**src/hw/rtl/h264ps_pkg.sv**
```systemverilog
// Package: shared types, codes and constant tables of the parameter set parser.
`timescale 1ns / 1ps
`default_nettype none
package h264ps_pkg;

    // Default table depths
    localparam int SEQ_SLOTS_DEF = 32;
    localparam int PIC_SLOTS_DEF = 256;

    // Byte queue between front and back
    localparam int FIFO_AW    = 2;
    localparam int FIFO_DEPTH = 1 << FIFO_AW;

    // NAL unit types
    localparam logic [4:0] NAL_SLICE = 5'd1;
    localparam logic [4:0] NAL_IDR   = 5'd5;
    localparam logic [4:0] NAL_SPS   = 5'd7;
    localparam logic [4:0] NAL_PPS   = 5'd8;

    // Result status codes
    localparam logic [2:0] STAT_OK        = 3'd0;
    localparam logic [2:0] STAT_IGNORED   = 3'd1;
    localparam logic [2:0] STAT_LEVEL     = 3'd2;
    localparam logic [2:0] STAT_POC       = 3'd3;
    localparam logic [2:0] STAT_SLICETYPE = 3'd4;
    localparam logic [2:0] STAT_NOBUF     = 3'd5;
    localparam logic [2:0] STAT_IDRANGE   = 3'd6;
    localparam logic [2:0] STAT_TRUNC     = 3'd7;

    // Unit kinds
    localparam logic [1:0] KIND_SPS   = 2'd0;
    localparam logic [1:0] KIND_PPS   = 2'd1;
    localparam logic [1:0] KIND_SLICE = 2'd2;
    localparam logic [1:0] KIND_OTHER = 2'd3;

    // Frame types
    localparam logic [1:0] FT_I = 2'd0;
    localparam logic [1:0] FT_P = 2'd1;
    localparam logic [1:0] FT_B = 2'd2;

    // Chroma format classes
    localparam logic [1:0] CF_MONO = 2'd0;
    localparam logic [1:0] CF_420  = 2'd1;
    localparam logic [1:0] CF_422  = 2'd2;
    localparam logic [1:0] CF_444  = 2'd3;

    typedef enum logic [1:0] {RD_FIX, RD_UE, RD_SE} t_rdmode;

    typedef enum logic [5:0] {
        ST_DONE,
        S_PROFILE, S_CONSTR, S_LEVEL, S_SPSID, S_CHROMA, S_SEPPLANE, S_DEPTHL,
        S_DEPTHC, S_BYPASS, S_MATRIX, S_LISTFLAG, S_DELTA, S_FRAMENUM, S_POCTYPE,
        S_POCLSB, S_POCZERO, S_OFFNR, S_OFFTB, S_CYCLE, S_OFFREF, S_REFS, S_GAPS,
        S_WMBS, S_HMBS, S_FMO, S_MBAFF, S_D8, S_CROPF, S_CL, S_CR, S_CT, S_CB,
        S_VUI, S_ARP, S_ARIDC, S_SARW, S_SARH,
        P_PPSID, P_SPSID,
        L_FIRSTMB, L_TYPE, L_PPSID,
        S_FIN, L_RD1, L_RD2
    } t_step;

    // One queued byte beat
    typedef struct packed {
        logic [7:0] data;
        logic       hdr;
        logic       skip;
        logic       last;
    } t_beat;

    // Bit reader state
    typedef struct packed {
        t_step       step;
        t_rdmode     mode;
        logic        phase;
        logic [31:0] gval;
        logic [5:0]  gzeros;
    } t_rd;

    // Per-unit parse results
    typedef struct packed {
        logic [2:0]  status;
        logic [1:0]  kind;
        logic [7:0]  pid;
        logic        pid_ge;
        logic [15:0] width;
        logic [15:0] height;
        logic [15:0] anum;
        logic [15:0] aden;
        logic [24:0] buffer;
        logic [1:0]  ftype;
        logic        hiprof;
        logic [1:0]  ccls;
        logic        sepplane;
        logic        fmo;
        logic [31:0] wmbs;
        logic [31:0] hmbs;
        logic [32:0] crop_lr;
        logic [32:0] crop_tb;
    } t_unit;

    typedef struct packed {
        logic [2:0]  status;
        logic [1:0]  kind;
        logic [7:0]  pid;
        logic [15:0] width;
        logic [15:0] height;
        logic [15:0] anum;
        logic [15:0] aden;
        logic [24:0] buffer;
        logic [1:0]  ftype;
    } t_result;

    // Level ids in table order
    function automatic logic [7:0] level_id(input logic [3:0] k);
        logic [7:0] r;
        case (k)
            4'd0:    r = 8'd10;
            4'd1:    r = 8'd11;
            4'd2:    r = 8'd12;
            4'd3:    r = 8'd13;
            4'd4:    r = 8'd20;
            4'd5:    r = 8'd21;
            4'd6:    r = 8'd22;
            4'd7:    r = 8'd30;
            4'd8:    r = 8'd31;
            4'd9:    r = 8'd32;
            4'd10:   r = 8'd40;
            4'd11:   r = 8'd41;
            4'd12:   r = 8'd42;
            4'd13:   r = 8'd50;
            4'd14:   r = 8'd51;
            default: r = 8'd255;
        endcase
        return r;
    endfunction

    // Buffer size in bytes per level entry (kbit * 125)
    function automatic logic [24:0] level_bytes(input logic [3:0] k);
        logic [24:0] r;
        case (k)
            4'd0:    r = 25'd21875;
            4'd1:    r = 25'd62500;
            4'd2:    r = 25'd125000;
            4'd3:    r = 25'd250000;
            4'd4:    r = 25'd250000;
            4'd5:    r = 25'd500000;
            4'd6:    r = 25'd500000;
            4'd7:    r = 25'd1250000;
            4'd8:    r = 25'd1750000;
            4'd9:    r = 25'd2500000;
            4'd10:   r = 25'd3125000;
            4'd11:   r = 25'd7812500;
            4'd12:   r = 25'd7812500;
            4'd13:   r = 25'd16875000;
            4'd14:   r = 25'd30000000;
            default: r = 25'd0;
        endcase
        return r;
    endfunction

    // First entry whose id is not below the level; 15 when none
    function automatic logic [3:0] level_index(input logic [31:0] lvl);
        logic [3:0] r;
        r = 4'd15;
        for (int k = 14; k >= 0; k--) begin
            if ({24'd0, level_id(4'(k))} >= lvl) r = 4'(k);
        end
        return r;
    endfunction

    function automatic logic [15:0] sar_num(input logic [4:0] k);
        logic [15:0] r;
        case (k)
            5'd1:    r = 16'd1;
            5'd2:    r = 16'd12;
            5'd3:    r = 16'd10;
            5'd4:    r = 16'd16;
            5'd5:    r = 16'd40;
            5'd6:    r = 16'd24;
            5'd7:    r = 16'd20;
            5'd8:    r = 16'd32;
            5'd9:    r = 16'd80;
            5'd10:   r = 16'd18;
            5'd11:   r = 16'd15;
            5'd12:   r = 16'd64;
            5'd13:   r = 16'd160;
            5'd14:   r = 16'd4;
            5'd15:   r = 16'd3;
            5'd16:   r = 16'd2;
            default: r = 16'd0;
        endcase
        return r;
    endfunction

    function automatic logic [15:0] sar_den(input logic [4:0] k);
        logic [15:0] r;
        case (k)
            5'd0, 5'd1, 5'd16:                   r = 16'd1;
            5'd5, 5'd9, 5'd12:                   r = 16'd33;
            5'd13:                               r = 16'd99;
            5'd14:                               r = 16'd3;
            5'd15:                               r = 16'd2;
            default:                             r = 16'd11;
        endcase
        return r;
    endfunction

endpackage
`default_nettype wire

```
**src/hw/rtl/h264ps_if.sv**
```systemverilog
// Interfaces: byte input channel and result output channel.
`timescale 1ns / 1ps
`default_nettype none
interface h264ps_in_if;
    logic       valid;
    logic       ready;
    logic [7:0] data_byte;
    logic       first_byte;
    logic       last_byte;
    modport source (output valid, data_byte, first_byte, last_byte, input ready);
    modport sink (input valid, data_byte, first_byte, last_byte, output ready);
endinterface

interface h264ps_out_if;
    logic        valid;
    logic        ready;
    logic [2:0]  status;
    logic [1:0]  unit_kind;
    logic [7:0]  param_id;
    logic [15:0] pixel_width;
    logic [15:0] pixel_height;
    logic [15:0] aspect_num;
    logic [15:0] aspect_den;
    logic [24:0] buffer_bytes;
    logic [1:0]  frame_type;
    modport source (output valid, status, unit_kind, param_id, pixel_width, pixel_height,
                    aspect_num, aspect_den, buffer_bytes, frame_type, input ready);
    modport sink (input valid, status, unit_kind, param_id, pixel_width, pixel_height,
                  aspect_num, aspect_den, buffer_bytes, frame_type, output ready);
endinterface
`default_nettype wire

```
**src/hw/rtl/h264_parameter_set_parser.sv**
```systemverilog
// The bit parser walks a payload byte one bit per cycle and then hands it off; a header beat
// or an escape byte skips the walk. After the last bit of a unit is parsed, a sequence set
// runs the size step and a slice the pps map and buffer table reads before its result.
// The walk stalls in those steps and on a full result register; the four-beat queue still fills.
// Reset: synchronous active low; both id tables read as zero after reset via per-entry
// valid bits, with no clearing pass.
`timescale 1ns / 1ps
`default_nettype none
module h264_parameter_set_parser #(
    parameter int SEQ_SLOTS = h264ps_pkg::SEQ_SLOTS_DEF,
    parameter int PIC_SLOTS = h264ps_pkg::PIC_SLOTS_DEF
) (
    input  logic          i_clk,
    input  logic          i_rst_n,
    h264ps_in_if.sink     i_in,
    h264ps_out_if.source  o_out
);
    import h264ps_pkg::*;

    t_beat push_beat, pop_beat;
    logic  push, pop, full, empty;

    h264ps_front u_front (
        .i_clk   (i_clk),
        .i_rst_n (i_rst_n),
        .i_in    (i_in),
        .i_full  (full),
        .o_push  (push),
        .o_beat  (push_beat)
    );

    h264ps_fifo u_fifo (
        .i_clk   (i_clk),
        .i_rst_n (i_rst_n),
        .i_push  (push),
        .i_beat  (push_beat),
        .o_full  (full),
        .i_pop   (pop),
        .o_beat  (pop_beat),
        .o_empty (empty)
    );

    h264ps_back #(
        .SEQ_SLOTS (SEQ_SLOTS),
        .PIC_SLOTS (PIC_SLOTS)
    ) u_back (
        .i_clk   (i_clk),
        .i_rst_n (i_rst_n),
        .i_beat  (pop_beat),
        .i_empty (empty),
        .o_pop   (pop),
        .o_out   (o_out)
    );
endmodule
`default_nettype wire

```
**src/hw/rtl/h264ps_front.sv**
```systemverilog
// Front end: accepts byte beats, tracks unit framing and marks escape bytes.
`timescale 1ns / 1ps
`default_nettype none
module h264ps_front (
    input  logic                 i_clk,
    input  logic                 i_rst_n,
    h264ps_in_if.sink            i_in,
    input  logic                 i_full,
    output logic                 o_push,
    output h264ps_pkg::t_beat    o_beat
);
    import h264ps_pkg::*;

    logic       r_active;
    logic [1:0] r_zero_run;
    logic       acc;

    assign i_in.ready = !i_full;
    assign acc = i_in.valid && i_in.ready;

    // Classify the beat
    always_comb begin
        o_beat.data = i_in.data_byte;
        o_beat.hdr  = i_in.first_byte;
        o_beat.last = i_in.last_byte;
        o_beat.skip = !i_in.first_byte && (r_zero_run == 2'd2) && (i_in.data_byte == 8'h03);
        o_push      = acc && (i_in.first_byte || r_active);
    end

    // Unit framing and zero run
    always_ff @(posedge i_clk) begin
        if (!i_rst_n) begin
            r_active   <= 1'b0;
            r_zero_run <= 2'd0;
        end else if (acc) begin
            if (i_in.first_byte) begin
                r_active   <= !i_in.last_byte;
                r_zero_run <= 2'd0;
            end else if (r_active) begin
                if (o_beat.skip || i_in.data_byte != 8'h00) r_zero_run <= 2'd0;
                else if (r_zero_run != 2'd2) r_zero_run <= r_zero_run + 2'd1;
                if (i_in.last_byte) r_active <= 1'b0;
            end
        end
    end
endmodule
`default_nettype wire

```
**src/hw/rtl/h264ps_fifo.sv**
```systemverilog
// Short beat queue between the front end and the bit parser.
`timescale 1ns / 1ps
`default_nettype none
module h264ps_fifo (
    input  logic              i_clk,
    input  logic              i_rst_n,
    input  logic              i_push,
    input  h264ps_pkg::t_beat i_beat,
    output logic              o_full,
    input  logic              i_pop,
    output h264ps_pkg::t_beat o_beat,
    output logic              o_empty
);
    import h264ps_pkg::*;

    t_beat              r_mem [FIFO_DEPTH];
    logic [FIFO_AW-1:0] r_wp;
    logic [FIFO_AW-1:0] r_rp;
    logic [FIFO_AW:0]   r_cnt;

    assign o_full  = (r_cnt == (FIFO_AW + 1)'(FIFO_DEPTH));
    assign o_empty = (r_cnt == '0);
    assign o_beat  = r_mem[r_rp];

    always_ff @(posedge i_clk) begin
        if (i_push) r_mem[r_wp] <= i_beat;
    end

    // Pointers and fill count
    always_ff @(posedge i_clk) begin
        if (!i_rst_n) begin
            r_wp  <= '0;
            r_rp  <= '0;
            r_cnt <= '0;
        end else begin
            if (i_push) r_wp <= r_wp + 1'b1;
            if (i_pop)  r_rp <= r_rp + 1'b1;
            case ({i_push, i_pop})
                2'b10:   r_cnt <= r_cnt + 1'b1;
                2'b01:   r_cnt <= r_cnt - 1'b1;
                default: r_cnt <= r_cnt;
            endcase
        end
    end
endmodule
`default_nettype wire

```
**src/hw/rtl/h264ps_back.sv**
```systemverilog
// Back end: bit-serial exp-Golomb parser, id tables and result register.
`timescale 1ns / 1ps
`default_nettype none
module h264ps_back #(
    parameter int SEQ_SLOTS = h264ps_pkg::SEQ_SLOTS_DEF,
    parameter int PIC_SLOTS = h264ps_pkg::PIC_SLOTS_DEF
) (
    input  logic              i_clk,
    input  logic              i_rst_n,
    input  h264ps_pkg::t_beat i_beat,
    input  logic              i_empty,
    output logic              o_pop,
    h264ps_out_if.source      o_out
);
    import h264ps_pkg::*;

    localparam int SEQ_AW = (SEQ_SLOTS > 1) ? $clog2(SEQ_SLOTS) : 1;
    localparam int PIC_AW = (PIC_SLOTS > 1) ? $clog2(PIC_SLOTS) : 1;

    t_rd         r_rd, n_rd;
    t_unit       r_u, n_u;
    logic [15:0] r_held, n_held;
    logic [15:0] r_sl, n_sl;
    logic [10:0] r_lc, n_lc;
    logic [31:0] r_sa, n_sa;
    logic        r_have, n_have;
    logic [7:0]  r_byte, n_byte;
    logic        r_last, n_last;
    logic [3:0]  r_cnt, n_cnt;
    logic        r_ov, n_ov;
    t_result     r_res, n_res;

    // Tables
    logic [24:0]          seq_mem [SEQ_SLOTS];
    logic [SEQ_SLOTS-1:0] r_seq_vld;
    logic [4:0]           pic_mem [PIC_SLOTS];
    logic [PIC_SLOTS-1:0] r_pic_vld;
    logic                 seq_we, seq_re, pic_we, pic_re;
    logic [SEQ_AW-1:0]    seq_wa, seq_ra;
    logic [PIC_AW-1:0]    pic_wa, pic_ra;
    logic [24:0]          seq_wd, r_seq_q;
    logic [4:0]           pic_wd, r_pic_q;
    logic                 r_seq_qv, r_pic_qv;

    function automatic t_rd go_rd(input t_step s, input t_rdmode m, input logic [5:0] n);
        t_rd r;
        r.step   = s;
        r.mode   = m;
        r.phase  = 1'b0;
        r.gval   = '0;
        r.gzeros = (m == RD_FIX) ? n : 6'd0;
        return r;
    endfunction

    function automatic logic [15:0] clamp16(input logic [37:0] x, input logic [37:0] sub);
        logic [37:0] d;
        d = (x > sub) ? x - sub : 38'd0;
        return (d > 38'd65535) ? 16'hFFFF : d[15:0];
    endfunction

    // Bit reader
    logic        bit_in;
    logic        fb_done;
    logic [31:0] fb_ue, fb_v;
    t_rd         fb_rd;

    assign bit_in = r_byte[3'd7 - r_cnt[2:0]];

    always_comb begin
        fb_rd   = r_rd;
        fb_done = 1'b0;
        fb_ue   = '0;
        if (r_rd.mode == RD_FIX) begin
            fb_rd.gval   = {r_rd.gval[30:0], bit_in};
            fb_rd.gzeros = r_rd.gzeros - 6'd1;
            fb_done      = (fb_rd.gzeros == 6'd0);
            fb_ue        = fb_rd.gval;
        end else if (!r_rd.phase) begin
            if (!bit_in) begin
                fb_rd.gzeros = r_rd.gzeros + 6'd1;
                if (fb_rd.gzeros >= 6'd32) begin
                    fb_done = 1'b1;
                    fb_ue   = 32'hFFFF_FFFF;
                end
            end else if (r_rd.gzeros == 6'd0) begin
                fb_done = 1'b1;
            end else begin
                fb_rd.gval  = 32'd1;
                fb_rd.phase = 1'b1;
            end
        end else begin
            fb_rd.gval   = {r_rd.gval[30:0], bit_in};
            fb_rd.gzeros = r_rd.gzeros - 6'd1;
            fb_done      = (fb_rd.gzeros == 6'd0);
            fb_ue        = fb_rd.gval - 32'd1;
        end
        // Signed mapping
        if (r_rd.mode == RD_SE) fb_v = fb_ue[0] ? {1'b0, fb_ue[31:1]} + 32'd1
                                                : 32'd0 - {1'b0, fb_ue[31:1]};
        else                    fb_v = fb_ue;
    end

    // Scaling list advance
    logic [4:0] nl_i;
    logic       nl_end;
    t_rd        nl_rd;
    logic [10:0] nl_lc;

    always_comb begin
        nl_i   = {1'b0, r_lc[10:7]} + 5'd1;
        nl_end = nl_i >= ((r_u.ccls == CF_444) ? 5'd12 : 5'd8);
        nl_rd  = nl_end ? go_rd(S_FRAMENUM, RD_UE, 6'd0) : go_rd(S_LISTFLAG, RD_FIX, 6'd1);
        nl_lc  = {nl_i[3:0], 7'd0};
    end

    // Sequence set size computation
    logic [1:0]  fin_cat;
    logic [1:0]  fin_cysh;
    logic [32:0] fin_w1, fin_h1;
    logic [37:0] fin_wx, fin_wsub, fin_hx, fin_hsub;

    always_comb begin
        fin_cat  = r_u.sepplane ? CF_MONO : r_u.ccls;
        fin_w1   = {1'b0, r_u.wmbs} + 33'd1;
        fin_h1   = {1'b0, r_u.hmbs} + 33'd1;
        fin_wx   = {1'b0, fin_w1, 4'd0};
        fin_hx   = r_u.fmo ? {1'b0, fin_h1, 4'd0} : {fin_h1, 5'd0};
        fin_wsub = (fin_cat == CF_420 || fin_cat == CF_422) ? {4'd0, r_u.crop_lr, 1'b0}
                                                            : {5'd0, r_u.crop_lr};
        fin_cysh = {1'b0, !r_u.fmo} + {1'b0, fin_cat == CF_420};
        fin_hsub = {5'd0, r_u.crop_tb} << fin_cysh;
    end

    // Sequencing
    logic       is_comp, do_bit, byte_end, out_free, release_b, emit, take;
    logic [3:0] lvl_k;
    logic [7:0] dl_last, dl_next;
    logic [7:0] dl_j;
    logic [31:0] st_t;
    logic [4:0]  rd_k;
    logic [24:0] rd_buf;
    logic [2:0]  em_st;
    logic        em_ok;

    assign is_comp   = (r_rd.step == S_FIN) || (r_rd.step == L_RD1) || (r_rd.step == L_RD2);
    assign do_bit    = r_have && !is_comp && !r_cnt[3] && (r_rd.step != ST_DONE);
    assign byte_end  = r_have && !is_comp && (r_cnt[3] || r_rd.step == ST_DONE);
    assign out_free  = !r_ov || o_out.ready;
    assign release_b = byte_end && (!r_last || out_free);
    assign emit      = byte_end && r_last && out_free;
    assign take      = (!r_have || release_b) && !i_empty;
    assign o_pop     = take;
    assign lvl_k     = level_index(r_sa);

    always_comb begin
        n_rd   = r_rd;
        n_u    = r_u;
        n_held = r_held;
        n_sl   = r_sl;
        n_lc   = r_lc;
        n_sa   = r_sa;
        n_have = r_have;
        n_byte = r_byte;
        n_last = r_last;
        n_cnt  = r_cnt;
        n_ov   = r_ov && !o_out.ready;
        n_res  = r_res;
        seq_we = 1'b0;
        seq_wa = '0;
        seq_wd = '0;
        seq_re = 1'b0;
        seq_ra = '0;
        pic_we = 1'b0;
        pic_wa = '0;
        pic_wd = '0;
        pic_re = 1'b0;
        pic_ra = '0;
        dl_last = r_sl[15:8] + fb_v[7:0];
        dl_next = dl_last;
        dl_j    = {1'b0, r_lc[6:0]} + 8'd1;
        st_t    = (fb_v > 32'd4) ? fb_v - 32'd5 : fb_v;
        rd_k    = r_pic_qv ? r_pic_q : 5'd0;
        rd_buf  = r_seq_qv ? r_seq_q : 25'd0;

        // One bit through the syntax walk
        if (do_bit) begin
            n_cnt = r_cnt + 4'd1;
            n_rd  = fb_rd;
            if (fb_done) begin
                case (r_rd.step)
                    S_PROFILE: begin
                        n_u.hiprof = fb_v >= 32'd100;
                        n_rd = go_rd(S_CONSTR, RD_FIX, 6'd8);
                    end
                    S_CONSTR: n_rd = go_rd(S_LEVEL, RD_FIX, 6'd8);
                    S_LEVEL: begin
                        n_sa = fb_v;
                        n_rd = go_rd(S_SPSID, RD_UE, 6'd0);
                    end
                    S_SPSID: begin
                        n_u.pid = fb_v[7:0];
                        if (lvl_k == 4'd15) begin
                            n_u.status = STAT_LEVEL;
                            n_rd.step  = ST_DONE;
                        end else if (fb_v >= 32'(SEQ_SLOTS)) begin
                            n_u.status = STAT_IDRANGE;
                            n_rd.step  = ST_DONE;
                        end else begin
                            n_u.buffer = level_bytes(lvl_k);
                            seq_we = 1'b1;
                            seq_wa = fb_v[SEQ_AW-1:0];
                            seq_wd = level_bytes(lvl_k);
                            n_rd = r_u.hiprof ? go_rd(S_CHROMA, RD_UE, 6'd0)
                                              : go_rd(S_FRAMENUM, RD_UE, 6'd0);
                        end
                    end
                    S_CHROMA: begin
                        if (fb_v == 32'd0)      n_u.ccls = CF_MONO;
                        else if (fb_v == 32'd2) n_u.ccls = CF_422;
                        else if (fb_v == 32'd3) n_u.ccls = CF_444;
                        else                    n_u.ccls = CF_420;
                        n_rd = (fb_v == 32'd3) ? go_rd(S_SEPPLANE, RD_FIX, 6'd1)
                                               : go_rd(S_DEPTHL, RD_UE, 6'd0);
                    end
                    S_SEPPLANE: begin
                        n_u.sepplane = fb_v[0];
                        n_rd = go_rd(S_DEPTHL, RD_UE, 6'd0);
                    end
                    S_DEPTHL: n_rd = go_rd(S_DEPTHC, RD_UE, 6'd0);
                    S_DEPTHC: n_rd = go_rd(S_BYPASS, RD_FIX, 6'd1);
                    S_BYPASS: n_rd = go_rd(S_MATRIX, RD_FIX, 6'd1);
                    S_MATRIX: begin
                        if (fb_v[0]) begin
                            n_lc = '0;
                            n_rd = go_rd(S_LISTFLAG, RD_FIX, 6'd1);
                        end else begin
                            n_rd = go_rd(S_FRAMENUM, RD_UE, 6'd0);
                        end
                    end
                    S_LISTFLAG: begin
                        if (fb_v[0]) begin
                            n_sl = 16'h0808;
                            n_lc = {r_lc[10:7], 7'd0};
                            n_rd = go_rd(S_DELTA, RD_SE, 6'd0);
                        end else begin
                            n_rd = nl_rd;
                            if (!nl_end) n_lc = nl_lc;
                        end
                    end
                    S_DELTA: begin
                        // Next scale; a zero keeps the previous one as last
                        dl_next = r_sl[15:8] + fb_v[7:0];
                        dl_last = (dl_next != 8'd0) ? dl_next : r_sl[15:8];
                        n_sl = {dl_last, dl_next};
                        n_lc = {r_lc[10:7], dl_j[6:0]};
                        if (dl_next == 8'd0 ||
                            dl_j >= ((r_lc[10:7] < 4'd6) ? 8'd16 : 8'd64)) begin
                            n_rd = nl_rd;
                            if (!nl_end) n_lc = nl_lc;
                        end else begin
                            n_rd = go_rd(S_DELTA, RD_SE, 6'd0);
                        end
                    end
                    S_FRAMENUM: n_rd = go_rd(S_POCTYPE, RD_UE, 6'd0);
                    S_POCTYPE: begin
                        if (fb_v == 32'd0)      n_rd = go_rd(S_POCLSB, RD_UE, 6'd0);
                        else if (fb_v == 32'd1) n_rd = go_rd(S_POCZERO, RD_FIX, 6'd1);
                        else if (fb_v == 32'd2) n_rd = go_rd(S_REFS, RD_UE, 6'd0);
                        else begin
                            n_u.status = STAT_POC;
                            n_rd.step  = ST_DONE;
                        end
                    end
                    S_POCLSB:  n_rd = go_rd(S_REFS, RD_UE, 6'd0);
                    S_POCZERO: n_rd = go_rd(S_OFFNR, RD_SE, 6'd0);
                    S_OFFNR:   n_rd = go_rd(S_OFFTB, RD_SE, 6'd0);
                    S_OFFTB:   n_rd = go_rd(S_CYCLE, RD_UE, 6'd0);
                    S_CYCLE: begin
                        n_sa = fb_v;
                        n_rd = (fb_v == 32'd0) ? go_rd(S_REFS, RD_UE, 6'd0)
                                               : go_rd(S_OFFREF, RD_SE, 6'd0);
                    end
                    S_OFFREF: begin
                        n_sa = r_sa - 32'd1;
                        n_rd = (n_sa == 32'd0) ? go_rd(S_REFS, RD_UE, 6'd0)
                                               : go_rd(S_OFFREF, RD_SE, 6'd0);
                    end
                    S_REFS: n_rd = go_rd(S_GAPS, RD_FIX, 6'd1);
                    S_GAPS: n_rd = go_rd(S_WMBS, RD_UE, 6'd0);
                    S_WMBS: begin
                        n_u.wmbs = fb_v;
                        n_rd = go_rd(S_HMBS, RD_UE, 6'd0);
                    end
                    S_HMBS: begin
                        n_u.hmbs = fb_v;
                        n_rd = go_rd(S_FMO, RD_FIX, 6'd1);
                    end
                    S_FMO: begin
                        n_u.fmo = fb_v[0];
                        n_rd = fb_v[0] ? go_rd(S_D8, RD_FIX, 6'd1)
                                       : go_rd(S_MBAFF, RD_FIX, 6'd1);
                    end
                    S_MBAFF: n_rd = go_rd(S_D8, RD_FIX, 6'd1);
                    S_D8:    n_rd = go_rd(S_CROPF, RD_FIX, 6'd1);
                    S_CROPF: n_rd = fb_v[0] ? go_rd(S_CL, RD_UE, 6'd0)
                                            : go_rd(S_VUI, RD_FIX, 6'd1);
                    S_CL: begin
                        n_u.crop_lr = r_u.crop_lr + {1'b0, fb_v};
                        n_rd = go_rd(S_CR, RD_UE, 6'd0);
                    end
                    S_CR: begin
                        n_u.crop_lr = r_u.crop_lr + {1'b0, fb_v};
                        n_rd = go_rd(S_CT, RD_UE, 6'd0);
                    end
                    S_CT: begin
                        n_u.crop_tb = r_u.crop_tb + {1'b0, fb_v};
                        n_rd = go_rd(S_CB, RD_UE, 6'd0);
                    end
                    S_CB: begin
                        n_u.crop_tb = r_u.crop_tb + {1'b0, fb_v};
                        n_rd = go_rd(S_VUI, RD_FIX, 6'd1);
                    end
                    S_VUI: n_rd = fb_v[0] ? go_rd(S_ARP, RD_FIX, 6'd1)
                                          : go_rd(S_FIN, RD_FIX, 6'd1);
                    S_ARP: n_rd = fb_v[0] ? go_rd(S_ARIDC, RD_FIX, 6'd8)
                                          : go_rd(S_FIN, RD_FIX, 6'd1);
                    S_ARIDC: begin
                        if (fb_v == 32'd255) begin
                            n_rd = go_rd(S_SARW, RD_FIX, 6'd16);
                        end else begin
                            if (fb_v < 32'd17) begin
                                n_u.anum = sar_num(fb_v[4:0]);
                                n_held   = sar_den(fb_v[4:0]);
                            end
                            n_rd = go_rd(S_FIN, RD_FIX, 6'd1);
                        end
                    end
                    S_SARW: begin
                        n_u.anum = fb_v[15:0];
                        n_rd = go_rd(S_SARH, RD_FIX, 6'd16);
                    end
                    S_SARH: begin
                        n_held = fb_v[15:0];
                        n_rd = go_rd(S_FIN, RD_FIX, 6'd1);
                    end
                    P_PPSID: begin
                        n_u.pid    = fb_v[7:0];
                        n_u.pid_ge = fb_v >= 32'(PIC_SLOTS);
                        n_rd = go_rd(P_SPSID, RD_UE, 6'd0);
                    end
                    P_SPSID: begin
                        n_rd.step = ST_DONE;
                        if (r_u.pid_ge || fb_v >= 32'(SEQ_SLOTS)) begin
                            n_u.status = STAT_IDRANGE;
                        end else begin
                            pic_we = 1'b1;
                            pic_wa = r_u.pid[PIC_AW-1:0];
                            pic_wd = fb_v[4:0];
                            n_u.status = STAT_OK;
                        end
                    end
                    L_FIRSTMB: n_rd = go_rd(L_TYPE, RD_UE, 6'd0);
                    L_TYPE: begin
                        n_rd = go_rd(L_PPSID, RD_UE, 6'd0);
                        if (st_t == 32'd0)      n_u.ftype = FT_P;
                        else if (st_t == 32'd1) n_u.ftype = FT_B;
                        else if (st_t == 32'd2) n_u.ftype = FT_I;
                        else begin
                            n_u.status = STAT_SLICETYPE;
                            n_rd.step  = ST_DONE;
                        end
                    end
                    L_PPSID: begin
                        n_u.pid = fb_v[7:0];
                        if (fb_v >= 32'(PIC_SLOTS)) begin
                            n_u.status = STAT_IDRANGE;
                            n_rd.step  = ST_DONE;
                        end else begin
                            pic_re = 1'b1;
                            pic_ra = fb_v[PIC_AW-1:0];
                            n_rd.step = L_RD1;
                        end
                    end
                    default: begin
                        n_u.status = STAT_OK;
                        n_rd.step  = ST_DONE;
                    end
                endcase
            end
        end

        // Computation steps that stall the bit walk
        if (r_have && is_comp) begin
            case (r_rd.step)
                S_FIN: begin
                    n_u.width  = clamp16(fin_wx, fin_wsub);
                    n_u.height = clamp16(fin_hx, fin_hsub);
                    n_u.aden   = r_held;
                    n_u.status = STAT_OK;
                    n_rd.step  = ST_DONE;
                end
                L_RD1: begin
                    if ({1'b0, rd_k} >= 6'(SEQ_SLOTS)) begin
                        n_u.status = STAT_NOBUF;
                        n_rd.step  = ST_DONE;
                    end else begin
                        seq_re = 1'b1;
                        seq_ra = rd_k[SEQ_AW-1:0];
                        n_rd.step = L_RD2;
                    end
                end
                default: begin
                    n_rd.step = ST_DONE;
                    if (rd_buf == 25'd0) begin
                        n_u.status = STAT_NOBUF;
                    end else begin
                        n_u.buffer = rd_buf;
                        n_u.status = STAT_OK;
                    end
                end
            endcase
        end

        // Result beat
        em_st = (r_rd.step != ST_DONE) ? STAT_TRUNC : r_u.status;
        em_ok = (em_st == STAT_OK);
        if (emit) begin
            n_ov         = 1'b1;
            n_res.status = em_st;
            n_res.kind   = r_u.kind;
            n_res.pid    = r_u.pid;
            n_res.width  = em_ok ? r_u.width  : 16'd0;
            n_res.height = em_ok ? r_u.height : 16'd0;
            n_res.anum   = em_ok ? r_u.anum   : 16'd0;
            n_res.aden   = em_ok ? r_u.aden   : 16'd0;
            n_res.buffer = em_ok ? r_u.buffer : 25'd0;
            n_res.ftype  = em_ok ? r_u.ftype  : 2'd0;
        end

        // Next beat from the queue
        if (release_b) n_have = 1'b0;
        if (take) begin
            n_have = 1'b1;
            n_byte = i_beat.data;
            n_last = i_beat.last;
            n_cnt  = (i_beat.hdr || i_beat.skip) ? 4'd8 : 4'd0;
            if (i_beat.hdr) begin
                n_u      = '0;
                n_u.ccls = CF_420;
                n_sl     = 16'h0808;
                n_lc     = '0;
                n_sa     = '0;
                if (i_beat.data[4:0] == NAL_SPS) begin
                    n_u.kind = KIND_SPS;
                    n_rd = go_rd(S_PROFILE, RD_FIX, 6'd8);
                end else if (i_beat.data[4:0] == NAL_PPS) begin
                    n_u.kind = KIND_PPS;
                    n_rd = go_rd(P_PPSID, RD_UE, 6'd0);
                end else if (i_beat.data[4:0] inside {NAL_SLICE, NAL_IDR}) begin
                    n_u.kind = KIND_SLICE;
                    n_rd = go_rd(L_FIRSTMB, RD_UE, 6'd0);
                end else begin
                    n_u.kind   = KIND_OTHER;
                    n_u.status = STAT_IGNORED;
                    n_rd = go_rd(ST_DONE, RD_FIX, 6'd1);
                end
            end
        end
    end

    // Control state
    always_ff @(posedge i_clk) begin
        if (!i_rst_n) begin
            r_rd      <= go_rd(ST_DONE, RD_FIX, 6'd1);
            r_held    <= 16'd1;
            r_have    <= 1'b0;
            r_cnt     <= 4'd0;
            r_ov      <= 1'b0;
            r_seq_vld <= '0;
            r_pic_vld <= '0;
        end else begin
            r_rd   <= n_rd;
            r_held <= n_held;
            r_have <= n_have;
            r_cnt  <= n_cnt;
            r_ov   <= n_ov;
            if (seq_we) r_seq_vld[seq_wa] <= 1'b1;
            if (pic_we) r_pic_vld[pic_wa] <= 1'b1;
        end
    end

    // Payload registers
    always_ff @(posedge i_clk) begin
        r_u    <= n_u;
        r_sl   <= n_sl;
        r_lc   <= n_lc;
        r_sa   <= n_sa;
        r_byte <= n_byte;
        r_last <= n_last;
        r_res  <= n_res;
        if (seq_re) r_seq_qv <= r_seq_vld[seq_ra];
        if (pic_re) r_pic_qv <= r_pic_vld[pic_ra];
    end

    // Table memories
    always_ff @(posedge i_clk) begin
        if (seq_we) seq_mem[seq_wa] <= seq_wd;
        if (seq_re) r_seq_q <= seq_mem[seq_ra];
    end

    always_ff @(posedge i_clk) begin
        if (pic_we) pic_mem[pic_wa] <= pic_wd;
        if (pic_re) r_pic_q <= pic_mem[pic_ra];
    end

    assign o_out.valid        = r_ov;
    assign o_out.status       = r_res.status;
    assign o_out.unit_kind    = r_res.kind;
    assign o_out.param_id     = r_res.pid;
    assign o_out.pixel_width  = r_res.width;
    assign o_out.pixel_height = r_res.height;
    assign o_out.aspect_num   = r_res.anum;
    assign o_out.aspect_den   = r_res.aden;
    assign o_out.buffer_bytes = r_res.buffer;
    assign o_out.frame_type   = r_res.ftype;
endmodule
`default_nettype wire

```
**src/flat_wrapper.sv**
```systemverilog
// flat-port wrapper written by rule: the top's interface ports become plain ports
module h264_parameter_set_parser_flat import h264ps_pkg::*;
#(
    parameter int SEQ_SLOTS = h264ps_pkg::SEQ_SLOTS_DEF,
    parameter int PIC_SLOTS = h264ps_pkg::PIC_SLOTS_DEF
)
  (i_clk, i_rst_n, i_in_valid, i_in_data_byte, i_in_first_byte, i_in_last_byte, i_in_ready, o_out_valid, o_out_status, o_out_unit_kind, o_out_param_id, o_out_pixel_width, o_out_pixel_height, o_out_aspect_num, o_out_aspect_den, o_out_buffer_bytes, o_out_frame_type, o_out_ready);
  h264ps_in_if i_in_i ();
  h264ps_out_if o_out_i ();
  input  logic i_clk;
  input  logic i_rst_n;
  input wire logic [$bits(i_in_i.valid)-1:0] i_in_valid;
  input wire logic [$bits(i_in_i.data_byte)-1:0] i_in_data_byte;
  input wire logic [$bits(i_in_i.first_byte)-1:0] i_in_first_byte;
  input wire logic [$bits(i_in_i.last_byte)-1:0] i_in_last_byte;
  output wire logic [$bits(i_in_i.ready)-1:0] i_in_ready;
  output wire logic [$bits(o_out_i.valid)-1:0] o_out_valid;
  output wire logic [$bits(o_out_i.status)-1:0] o_out_status;
  output wire logic [$bits(o_out_i.unit_kind)-1:0] o_out_unit_kind;
  output wire logic [$bits(o_out_i.param_id)-1:0] o_out_param_id;
  output wire logic [$bits(o_out_i.pixel_width)-1:0] o_out_pixel_width;
  output wire logic [$bits(o_out_i.pixel_height)-1:0] o_out_pixel_height;
  output wire logic [$bits(o_out_i.aspect_num)-1:0] o_out_aspect_num;
  output wire logic [$bits(o_out_i.aspect_den)-1:0] o_out_aspect_den;
  output wire logic [$bits(o_out_i.buffer_bytes)-1:0] o_out_buffer_bytes;
  output wire logic [$bits(o_out_i.frame_type)-1:0] o_out_frame_type;
  input wire logic [$bits(o_out_i.ready)-1:0] o_out_ready;
  assign i_in_i.valid = i_in_valid;
  assign i_in_i.data_byte = i_in_data_byte;
  assign i_in_i.first_byte = i_in_first_byte;
  assign i_in_i.last_byte = i_in_last_byte;
  assign i_in_ready = i_in_i.ready;
  assign o_out_valid = o_out_i.valid;
  assign o_out_status = o_out_i.status;
  assign o_out_unit_kind = o_out_i.unit_kind;
  assign o_out_param_id = o_out_i.param_id;
  assign o_out_pixel_width = o_out_i.pixel_width;
  assign o_out_pixel_height = o_out_i.pixel_height;
  assign o_out_aspect_num = o_out_i.aspect_num;
  assign o_out_aspect_den = o_out_i.aspect_den;
  assign o_out_buffer_bytes = o_out_i.buffer_bytes;
  assign o_out_frame_type = o_out_i.frame_type;
  assign o_out_i.ready = o_out_ready;
  h264_parameter_set_parser #(.SEQ_SLOTS(SEQ_SLOTS), .PIC_SLOTS(PIC_SLOTS)) u_core (.i_clk(i_clk), .i_rst_n(i_rst_n), .i_in(i_in_i), .o_out(o_out_i));
endmodule
```
**config.mk**
```make
export PLATFORM = sky130hd
export DESIGN_NAME = h264_parameter_set_parser_flat
export DESIGN_NICKNAME = d
export VERILOG_FILES = /design/src/hw/rtl/h264ps_pkg.sv /design/src/hw/rtl/h264ps_if.sv /design/src/hw/rtl/h264_parameter_set_parser.sv /design/src/hw/rtl/h264ps_front.sv /design/src/hw/rtl/h264ps_fifo.sv /design/src/hw/rtl/h264ps_back.sv /design/src/flat_wrapper.sv
export SDC_FILE = /design/constraint.sdc
export NUM_CORES = 2
export LEC_CHECK = 0
export ABC_CLOCK_PERIOD_IN_PS = 12100
export BUFFER_PORTS_ARGS = -buffer_cell sky130_fd_sc_hd__buf_2
export CAP_MARGIN = 25
export CORE_ASPECT_RATIO = 0.7
export CORE_MARGIN = 2
export CORE_UTILIZATION = 25
export CTS_CLUSTER_DIAMETER = 80
export CTS_CLUSTER_SIZE = 12
export DETAILED_ROUTE_END_ITERATION = 12
export SLEW_MARGIN = 15
export SYNTH_ARGS = -nofsm -noshare
export SYNTH_HDL_FRONTEND = slang
export SYNTH_SLANG_ARGS = --single-unit
```
**constraint.sdc**
```tcl
create_clock -name i_clk -period 12.1 [get_ports i_clk]
set_input_delay 1.815 -clock i_clk [delete_from_list [all_inputs] [get_ports i_clk]]
set_output_delay 1.815 -clock i_clk [all_outputs]
set_load 0.05 [all_outputs]
```
==> out/metrics.csv <==
stage,metric,value,unit
timing,Fmax achieved,89.72,MHz
routing,Antenna Violating Nets Remaining,0,
placement,HPWL Detailed,281.3,mm
yosys,Synth Area per Inst,11.64,sq um
clocking,CTS Hold Bufs,0,
timing,"Period Utilization, post-route",0.9211,
clocking,Post-CTS Setup Bufs,0,
setup_path,Worst Path Required,12.67,ns
grt,initial antenna violation count,24,
pwr,Sw Pwr,8848,uW
pwr,peak supply drop,258.2,uV
setup_path,peak fanout along the critical path,16,
floorplanning,Die X-Extent,863.9,microns
floorplanning,die area,0.5234,sq mm
floorplanning,core region area,0.5165,sq mm
floorplanning,IO Count,120,
layout,Final #Nets,11300,
layout,area grow syn2layout,14.24,%
worst_hold_path,worst min-delay path class,register to register,
timing,Slew @ Worst Pin,1.154,ns
pwr,P_int,16820,uW
pwr,power per cell area,173.7,mW/mm^2
yosys,Yosys reg bits,2862,
setup_path,crit end category,register,
placement,RePlAce Congestion,0.9057,
placement,Placed Cells,17720,
clocking,clk_lat worst skew,0.97,ns
pwr,switch share,0.3447,
yosys,most instantiated library cell after synthesis,edfxtp_1,
clocking,Clock Pin Slew Worst Setup and Hold Paths,0.06,ns
timing,accumulated negative setup slack,0,ns
clocking,TritonCTS Buffers,280,
yosys,Syn Std Cell Area,0.1294,sq mm
pwr,Comb pwr share,0.256,
routing,Initial DRT Pass Iterations,7,
timing,skew final,0.05486,ns
yosys,Post-synth EDFFs,2205,
yosys,Synth Instances,11110,
yosys,top cell type's share of synthesized area,0.5118,
timing,final hold vios,0,
run,total of max-cap violations,0,
timing,min Tclk post-route,11.15,ns
floorplanning,Die Ht,605.9,microns
yosys,"top cells by count, synth","edfxtp_1, nand2_1, nor2_1",
pwr,Clock power frac,0.325,
placement,I/O Buffers,119,
setup_path,R2R setup slack,0.95,ns
clocking,CTS tree,done,
layout,fin cells,18240,
grt,first-pass GRT wire length,628.4,mm
grt,vias in the first global route,87840,
routing,DRT Wirelength,437.3,mm
grt,pin count of the biggest net entering global routing,193,
clocking,H-tree Lvls,5,
yosys,"area leader, netlist",edfxtp_1,
routing,DR vias,95730,
yosys,Post-Syn Nets,11310,
yosys,"Top FF cell, synth",edfxtp_1,
routing,Vias per Instance,5.250,
clocking,CTS Root Cell,clkbuf_16,
timing,Slew headroom,0.2222,
floorplanning,Initial Utilization,0.2505,
setup_path,crit start category,register,
timing,unrepaired setup endpoints after global routing,no,
yosys,sequential share of the synthesized area,0.6134,
run_status,status,completed,
yosys,yosys warns,0,
clocking,PostCTS Resize Cnt,0,
layout,layout cells sized above 1,0.1125,
floorplanning,row count,221,
yosys,ys async rst share,0,
routing,average wire per standard cell,23.98,microns
yosys,top post-synthesis cells by area,"edfxtp_1, dfxtp_1, nand2_1",
pwr,part of the power in registers,0.419,
routing,# DRC,0,
timing,max-slew violations,0,
pwr,Leakage,0.04785,uW
clocking,clock sink total,2862,
setup_path,Crit Path Class,register to register,
grt,gr usage total,0.1589,
clocking,Max clock buf depth,4,
yosys,post-synth cell types,119,
routing,initial drt markers,14390,
timing,count of final setup violators,0,
grt,Overflow after GRT,0,
setup_path,crit path DAT,11.72,ns
## cells in the final DEF (no fill, tap or decap), types with 141 or more instances in the layout
master     netlist  routed
a21oi_1        649     645
a31oi_1        228     227
and2_1         141     141
buf_4           25     271
clkbuf_1       535     174
clkbuf_16        0     287
dfxtp_1        657     656
edfxtp_1      2205    2205
ha_1           178     176
mux2i_1        348     346
nand2_1       1445    1436
nand3_1        280     273
nor2_1         936     886
nor3_1         231     220
o21a_1         311     310
o21ai_0        625     621
## registers in the layout, indices dropped and copies added (netlist names), 11 cells and up, named ones only
signal                            cells
u_core.u_back.r_lc                   11
u_core.u_back.r_seq_vld              32
u_core.u_back.o_out.pixel_width      16
u_core.u_fifo.r_mem                  44
u_core.u_back.r_pic_vld             256
u_core.u_back.r_u                   240
u_core.u_back.r_sa                   32
u_core.u_back.o_out.aspect_num       16
u_core.u_back.r_rd                   38
u_core.u_back.o_out.pixel_height     16
u_core.u_back.r_seq_q                23
u_core.u_back.o_out.buffer_bytes     25
u_core.u_back.o_out.aspect_den       16
u_core.u_back.pic_mem              1280
u_core.u_back.seq_mem               736
u_core.u_back.r_held                 16
## layout make-up
cell class / count / area (sq um)
inverter: 138 / 540.5
fill: 52900 / 368700
clock inverter: 28 / 375.4
sequential: 2862 / 79370
clock buffer: 462 / 7849
tap: 6913 / 8650
antenna: 10 / 25.02
multi-input combinational: 7376 / 47220
timing repair buffer: 447 / 3782
## power by group through the flow
stage	combinational, uW	sequential (uW)	clock (uW)
4_1_cts	6390	10800	8450
3_3_place_gp	6370	11000	0
2_1_floorplan	3870	11200	0
6_report	6570	10800	8350
5_1_grt	6960	10800	8830
3_5_place_dp	6370	11000	0
## metal layers
layer  up-vias  global-route usage  share of wire
met4        18             0.04453          0.030
met1     47880              0.2354           0.44
met2      5289              0.2238           0.41
met5         -                   0        0.00027
met3       700             0.04493           0.12
li1      41850                   -              -
## final timing paths
check,depth (start not counted),startpoint,end
setup reg to reg,21,u_core.u_back.r_cnt[1],u_core.u_back.pic_mem[181][2]
hold / removal,0,u_core.u_back.r_u[236],u_core.u_back.o_out.unit_kind[1]
hold reg to reg,0,u_core.u_back.r_u[236],u_core.u_back.o_out.unit_kind[1]
setup / recovery,21,u_core.u_back.r_cnt[1],u_core.u_back.pic_mem[181][2]
## metrics by stage
step                setup slack, ns  hold slack, ns    util  total power, uW  instance area [sq um]
floorplan                    -1.070          0.4003       -            15090                 129400
global placement              1.603          0.4058  0.2688            17340                 138800
detailed placement            1.404          0.4107  0.2698            17350                 139300
CTS                           1.379          0.4264  0.2857            25610                 147600
global route                 0.3601          0.4296  0.2861            26560                 147800
finish                       0.9542          0.4249  0.2862            25670                 147800
## cell families after synthesis
logic type / after synthesis / share of synthesized area
AOI/OAI and AO/OA: 2816 / 0.1427
xor gates and xnor gates: 177 / 0.01198
adders and majority gates: 182 / 0.01783
buffers and inverters: 873 / 0.02704
DFF: 2862 / 0.6134
muxes: 603 / 0.06095
and+or+nand+nor: 3598 / 0.1261
## worst max-delay path, cell delays in order, from the launching register on
cell	delay [ns]
dfxtp_1	0.53
mux2i_1	0.33
a22oi_2	0.24
nand2_1	0.53
ha_1	0.40
or3b_1	0.45
or3_1	0.34
o221ai_1	0.42
o21ai_0	0.34
a211oi_2	0.63
and3_1	0.28
a21oi_1	0.05
o21ai_1	0.32
inv_1	0.32
nor4_2	0.49
nand3_1	0.22
nor2_1	0.72
nand3_1	0.74
or4_1	1.20
nor3b_2	0.70
nand3_1	0.73
nor2_1	0.79
Note: power is estimated with default switching activity, not from simulation.
